[config.mk]
export PLATFORM = sky130hd
export DESIGN_NAME = uart_pwm_command_parser_top
export DESIGN_NICKNAME = d
export VERILOG_FILES = /design/src/sv/upcp_pkg.sv /design/src/sv/uart_pwm_command_parser_top.sv /design/src/sv/upcp_front.sv /design/src/sv/upcp_queue.sv /design/src/sv/upcp_back.sv
export SDC_FILE = /design/constraint.sdc
export NUM_CORES = 1
export LEC_CHECK = 0
export BUFFER_PORTS_ARGS = -buffer_cell sky130_fd_sc_hd__buf_2
export CAP_MARGIN = 20
export CORE_UTILIZATION = 50
export CTS_CLUSTER_DIAMETER = 150
export DETAILED_ROUTE_END_ITERATION = 10
export GPL_TIMING_DRIVEN = 0
export PLACE_DENSITY = 0.69
export SYNTH_ARGS = -nofsm -noshare
export SYNTH_HDL_FRONTEND = slang
export SYNTH_HIERARCHICAL = 1
export SYNTH_SLANG_ARGS = --single-unit
[constraint.sdc]
create_clock -name clk -period 4.08 [get_ports clk]
set_input_delay 0.204 -clock clk [delete_from_list [all_inputs] [get_ports clk]]
set_output_delay 0.204 -clock clk [all_outputs]
set_load 0.05 [all_outputs]
[src/sv/upcp_pkg.sv]
// Package for the uart_pwm_command_parser: character codes, limits, command type.
// No dependencies.
`timescale 1ns / 1ps

package upcp_pkg;

  localparam logic [7:0] CHAR_A     = 8'h41;
  localparam logic [7:0] CHAR_B     = 8'h42;
  localparam logic [7:0] CHAR_C     = 8'h43;
  localparam logic [7:0] CHAR_0     = 8'h30;
  localparam logic [7:0] CHAR_9     = 8'h39;
  localparam logic [7:0] CHAR_SPACE = 8'h20;
  localparam logic [7:0] CHAR_CR    = 8'h0D;
  localparam logic [7:0] CHAR_LF    = 8'h0A;

  localparam logic [3:0] MAX_DIGITS = 4'd15;
  localparam logic [8:0] VALUE_SAT  = 9'd256;
  localparam logic [7:0] DUTY_MAX   = 8'd255;
  localparam logic [1:0] NO_CHANNEL = 2'd0;

  typedef enum logic [1:0] {
    CMD_NONE,
    CMD_SELECT,
    CMD_DIGIT,
    CMD_TERM
  } cmd_kind_t;

  // arg: channel code 1..3 for CMD_SELECT, digit value for CMD_DIGIT
  typedef struct packed {
    cmd_kind_t  kind;
    logic [3:0] arg;
  } cmd_t;

endpackage

[src/sv/uart_pwm_command_parser_top.sv]
// Top level of the uart_pwm_command_parser.
// Depends on upcp_pkg, upcp_front, upcp_queue, upcp_back.
//
// Parses ASCII command bytes ('A'/'B'/'C' selects a channel, decimal digits
// build a value, space/CR/LF ends it) and returns one transaction per finished
// command with the channel and duty clamped to 255. One byte is taken every
// cycle while rx_stall is low; the terminating byte passes through the two-entry
// command queue and then the output register, which raises out_valid. The queue
// sits between the byte classifier and the state/output stage, so rx_stall rises
// only after two commands back up behind a stalled output register.
`timescale 1ns / 1ps

module uart_pwm_command_parser_top (
  input  logic       clk,
  input  logic       rst,
  input  logic       rx_valid,
  output logic       rx_stall,
  input  logic [7:0] rx_byte,
  output logic       out_valid,
  input  logic       out_stall,
  output logic [1:0] pwm_channel,
  output logic [7:0] duty
);

  logic           q_full;
  logic           push;
  upcp_pkg::cmd_t push_cmd;
  logic           q_valid;
  upcp_pkg::cmd_t q_cmd;
  logic           pop;

  upcp_front u_front (
    .rx_valid (rx_valid),
    .rx_byte  (rx_byte),
    .rx_stall (rx_stall),
    .q_full   (q_full),
    .push     (push),
    .push_cmd (push_cmd)
  );

  upcp_queue u_queue (
    .clk      (clk),
    .rst      (rst),
    .push     (push),
    .push_cmd (push_cmd),
    .full     (q_full),
    .q_valid  (q_valid),
    .q_cmd    (q_cmd),
    .pop      (pop)
  );

  upcp_back u_back (
    .clk         (clk),
    .rst         (rst),
    .q_valid     (q_valid),
    .q_cmd       (q_cmd),
    .pop         (pop),
    .out_valid   (out_valid),
    .out_stall   (out_stall),
    .pwm_channel (pwm_channel),
    .duty        (duty)
  );

endmodule

[src/sv/upcp_front.sv]
// Front end: accepts received bytes and classifies them into commands.
// Depends on upcp_pkg.
`timescale 1ns / 1ps

module upcp_front (
  input  logic           rx_valid,
  input  logic [7:0]     rx_byte,
  output logic           rx_stall,
  input  logic           q_full,
  output logic           push,
  output upcp_pkg::cmd_t push_cmd
);

  upcp_pkg::cmd_t cmd;

  always_comb begin
    cmd.kind = upcp_pkg::CMD_NONE;
    cmd.arg  = 4'd0;
    if (rx_byte == upcp_pkg::CHAR_A || rx_byte == upcp_pkg::CHAR_B ||
        rx_byte == upcp_pkg::CHAR_C) begin
      cmd.kind = upcp_pkg::CMD_SELECT;
      cmd.arg  = 4'(rx_byte - upcp_pkg::CHAR_A + 8'd1);
    end else if (rx_byte == upcp_pkg::CHAR_SPACE || rx_byte == upcp_pkg::CHAR_CR ||
                 rx_byte == upcp_pkg::CHAR_LF) begin
      cmd.kind = upcp_pkg::CMD_TERM;
    end else if (rx_byte >= upcp_pkg::CHAR_0 && rx_byte <= upcp_pkg::CHAR_9) begin
      cmd.kind = upcp_pkg::CMD_DIGIT;
      cmd.arg  = 4'(rx_byte - upcp_pkg::CHAR_0);
    end
  end

  // other bytes are taken and dropped here
  assign rx_stall = q_full;
  assign push     = rx_valid && !q_full && (cmd.kind != upcp_pkg::CMD_NONE);
  assign push_cmd = cmd;

endmodule

[src/sv/upcp_queue.sv]
// Two-entry command queue between front end and back end.
// Depends on upcp_pkg.
`timescale 1ns / 1ps

module upcp_queue (
  input  logic           clk,
  input  logic           rst,
  input  logic           push,
  input  upcp_pkg::cmd_t push_cmd,
  output logic           full,
  output logic           q_valid,
  output upcp_pkg::cmd_t q_cmd,
  input  logic           pop
);

  upcp_pkg::cmd_t entries [2];
  logic           wr_ptr;
  logic           rd_ptr;
  logic [1:0]     count;

  assign full    = (count == 2'd2);
  assign q_valid = (count != 2'd0);
  assign q_cmd   = entries[rd_ptr];

  always_ff @(posedge clk) begin
    if (push) begin
      entries[wr_ptr] <= push_cmd;
    end
  end

  always_ff @(posedge clk) begin
    if (rst) begin
      wr_ptr <= 1'b0;
      rd_ptr <= 1'b0;
      count  <= 2'd0;
    end else begin
      if (push) begin
        wr_ptr <= ~wr_ptr;
      end
      if (pop) begin
        rd_ptr <= ~rd_ptr;
      end
      if (push && !pop) begin
        count <= count + 2'd1;
      end else if (pop && !push) begin
        count <= count - 2'd1;
      end
    end
  end

endmodule

[src/sv/upcp_back.sv]
// Back end: parser state (channel, digit count, saturating accumulator) and
// the output register. Depends on upcp_pkg.
`timescale 1ns / 1ps

module upcp_back (
  input  logic           clk,
  input  logic           rst,
  input  logic           q_valid,
  input  upcp_pkg::cmd_t q_cmd,
  output logic           pop,
  output logic           out_valid,
  input  logic           out_stall,
  output logic [1:0]     pwm_channel,
  output logic [7:0]     duty
);

  logic [1:0]  sel_ch;
  logic [1:0]  sel_ch_next;
  logic [3:0]  digit_count;
  logic [3:0]  digit_count_next;
  logic [8:0]  value_accum;
  logic [8:0]  value_accum_next;
  logic [11:0] value_ext;
  logic        out_free;
  logic        emit;

  assign out_free  = !out_valid || !out_stall;
  assign pop       = q_valid && out_free;
  assign value_ext = 12'(value_accum) * 12'd10 + 12'(q_cmd.arg);

  always_comb begin
    sel_ch_next      = sel_ch;
    digit_count_next = digit_count;
    value_accum_next = value_accum;
    emit             = 1'b0;
    if (pop) begin
      case (q_cmd.kind)
        upcp_pkg::CMD_SELECT: begin
          sel_ch_next      = q_cmd.arg[1:0];
          digit_count_next = 4'd0;
        end
        upcp_pkg::CMD_DIGIT: begin
          if (digit_count < upcp_pkg::MAX_DIGITS) begin
            if (digit_count == 4'd0) begin
              value_accum_next = 9'(q_cmd.arg);
            end else if (value_ext > 12'(upcp_pkg::VALUE_SAT)) begin
              value_accum_next = upcp_pkg::VALUE_SAT;
            end else begin
              value_accum_next = value_ext[8:0];
            end
            digit_count_next = digit_count + 4'd1;
          end
        end
        upcp_pkg::CMD_TERM: begin
          if (digit_count != 4'd0) begin
            digit_count_next = 4'd0;
            if (sel_ch != upcp_pkg::NO_CHANNEL) begin
              emit        = 1'b1;
              sel_ch_next = upcp_pkg::NO_CHANNEL;
            end
          end
        end
        default: begin
        end
      endcase
    end
  end

  always_ff @(posedge clk) begin
    if (rst) begin
      sel_ch      <= upcp_pkg::NO_CHANNEL;
      digit_count <= 4'd0;
      value_accum <= 9'd0;
      out_valid   <= 1'b0;
    end else begin
      sel_ch      <= sel_ch_next;
      digit_count <= digit_count_next;
      value_accum <= value_accum_next;
      if (out_free) begin
        out_valid <= emit;
      end
    end
  end

  always_ff @(posedge clk) begin
    if (emit) begin
      pwm_channel <= sel_ch - 2'd1;
      duty        <= (value_accum > 9'(upcp_pkg::DUTY_MAX)) ? upcp_pkg::DUTY_MAX
                                                             : value_accum[7:0];
    end
  end

endmodule

==> qor.yml <==
run_status: "finished clean"
maxClockFrequency_mhz: 306
cts_hold_repair.buffers: 0
grt_start_max_net_pins: 14
ant_nets: 0
instances_no_fill: 379
dieHeight_um: 76.1
die_w_um: 76.1
post_cts.resized_instances: 0
layout.filler_cells: 448
crit_arrival_ps: 3440
synth_edf_count: 22
dpl.hpwl_mm: 3.97
core_um2: 5200
drt_drc_violations_left: 0
cts_tree: "yes"
antenna_cells: 0
finalWorstPathRequiredPeriod_ps: 3270
async_flop_share: 0
clockRootBuffer: "clkbuf_8"
final.hold.worst_slack_ps: 156
cp_cell_sequence: "ha_1, ha_1, inv_1, fa_1, xnor2_1, o2111ai_1, nor3_2, and3b_4, o31ai_4, nand4_4, o2bb2ai_1"
drt_first_iter_violations: 81
post_detailed_placement_cell_area_um2: 2950
crit_fanout: 8
routabilityCongestion: 0.841
power.static_leakage_nw: 1.27
layout.core_utilization: 0.587
design.portCount: 24
required_ps: 4250
synth_area_leader_cell: "edfxtp_1"
slew_violations: 0
layout-drive-gt1-share: 0.217
netlist_top_cells_area: "edfxtp_1 (24%), dfxtp_1 (15%), ha_1 (9.6%)"
p_per_area_nw_per_um2: 393
number_of_max_cap_violations: 0
combined_area_of_all_synthesized_cells_um2: 2740
clock_transition_at_path_regs_ps: 80
cpPeakStageDelay_ps: 430
grt_overflow_total: 0
wirelength_mm: 5.01
post_drt_wl_per_cell_um: 13.2
ys.warnings.count: 6
antenna_found_initial: 0
tightest_slew_margin_relative_to_the_limit: 0.329
grt_pass1_vias: 1949
timing.critical_path.mode_cell: "ha_1"
hold_class: "input pin to flip-flop"
h-tree-depth: 2
final_design_area_no_fill_um2: 3050
share_of_synthesized_area_occupied_by_flip_flops_and_latches: 0.394
tritoncts.num_buffers: 5
worst_skew_pair.late_latency_ps: 290
setup.worst_path.class: "flip-flop to flip-flop"
numPlacedInstances: 371
drt-vias-per-instance: 5.53
dominantRegCellSynth: "edfxtp_1"
fp.dieArea_um2: 5790
worst_setup_path_end_kind: "flip-flop"
rsz0062_at_grt: "no"
setup_tns_ps: 0
synth_cells: 277
synth_largest_type_area_fraction: 0.241
synth.most_common_cell: "edfxtp_1"
synth_cell_types: 65
finalHoldViolations: 0
cts_setup_buffers: 0
track_usage: 0.179
clock_sinks: 43
syn-mean-instance-area_um2: 9.91
drt_pre_antenna_iters: 4
placement_rows: 26
tcrit_tclk_final: 0.801
layout.area.seq_um2: 1080
layout-area-overhead-vs-synth_pct: 11.3
skew_ps: 7.18
synth_seq_cells: 43
port-buffer-count: 23
syn-num-nets: 312
cts-root-to-sink-buffers: 2
timing_worst_slew_pin_value_ps: 1000
setup-violations-final: 0
critical_path.startpoint_type: "flip-flop"
vdd_drop_max_mv: 0.295
critical_path.slowest_cell: "fa_1"
grt_pass1_wl_mm: 8.45
initial_utilization: 0.527
synth.cells.most_frequent: "edfxtp_1 (22), dfxtp_1 (21), ha_1 (21), nand2_1 (21), nor2_1 (21)"
multi_input_comb_area_um2: 1550
number_of_vias_after_detailed_routing: 2097
nets: 343
## final timing paths
path | endpoint | from | cells past startpoint | slack [ps]
worst max-delay path | u_back/value_accum[8] | u_back/value_accum[1] | 11 | 810
worst min-delay path | u_queue/wr_ptr | rst | 2 | 160
worst max register to register | u_back/value_accum[8] | u_back/value_accum[1] | 11 | 810
worst min register to register | u_back/sel_ch[1] | u_back/sel_ch[1] | 2 | 460
## critical path: cells and delay by family, from the launching register on
kind	cells	cell delay, ps
XOR/XNOR	1	380
adder cells (fa/ha/maj)	3	950
AO/OA/AOI/OAI	3	640
buffers and inverters	1	70
flip-flops	1	390
AND/OR/NAND/NOR	3	690
## routing by layer
layer,global-route usage,wire (µm)
met1,0.215,2360
met2,0.325,2480
met3,0.0371,152
met4,0.0404,21
met5,0,0
## layout make-up
type                    count  area share
plain buffers               8      0.0115
clock buffers               7      0.0315
clock inverters             1     0.00205
inverters                  20      0.0246
multi-input cells         206       0.508
flip-flops and latches     43       0.354
well taps                  70      0.0287
repair buffers             24      0.0393
## sequential cells by signal, indices dropped and copies added, names as in the netlist, named ones only
| signal | count |
|---|---|
| u_queue/entries | 12 |
| u_back/value_accum | 9 |
| u_back/duty | 8 |
| u_back/digit_count | 4 |
| u_back/pwm_channel | 2 |
| u_back/sel_ch | 2 |
| u_queue/count | 2 |
| u_back/out_valid | 1 |
| u_queue/rd_ptr | 1 |
| u_queue/wr_ptr | 1 |
## power breakdown
| group | switching (W) | total [W] | internal, W |
|---|---|---|---|
| logic | 0.000235 | 0.000397 | 0.000162 |
| registers | 0.0000252 | 0.000512 | 0.000486 |
| clock network | 0.000136 | 0.000290 | 0.000154 |
## cell usage in the layout, fill, tap and decap left out, types with 2 or more instances in the layout
master,instances
a21o_1,2
a21oi_1,12
a31o_2,2
a31oi_1,2
and2_1,3
and3_1,4
buf_2,24
clkbuf_1,6
clkbuf_8,7
dfxtp_1,21
edfxtp_1,22
fa_1,2
ha_1,21
inv_1,20
mux2_2,6
nand2_1,21
nand2b_1,3
nand3_1,7
nand4_1,5
nor2_1,21
nor2b_1,6
nor3_1,4
nor3b_1,5
o2111ai_1,2
o211ai_1,2
o21ai_0,7
o21ai_1,5
o22ai_1,4
or2_2,10
or4_1,2
xnor2_1,11
xor2_1,4
## through the flow
step,power (W),setup WS (ps)
global placement,0.000906,863
global route,0.00127,630
floorplan,0.000828,1250
detailed placement,0.000916,812
CTS,0.00121,800
finish,0.00120,813
## logic make-up (layout without fill, tap and decap cells)
family	count (synthesis)	in the layout	synth area share
compound gates	59	59	0.173
xor+xnor	15	15	0.0479
fa+ha+maj	23	23	0.110
buf+inv	28	60	0.0401
flops	43	43	0.394
mux	7	7	0.0283
simple gates	102	102	0.206
Power figures use the tool's default switching activity.
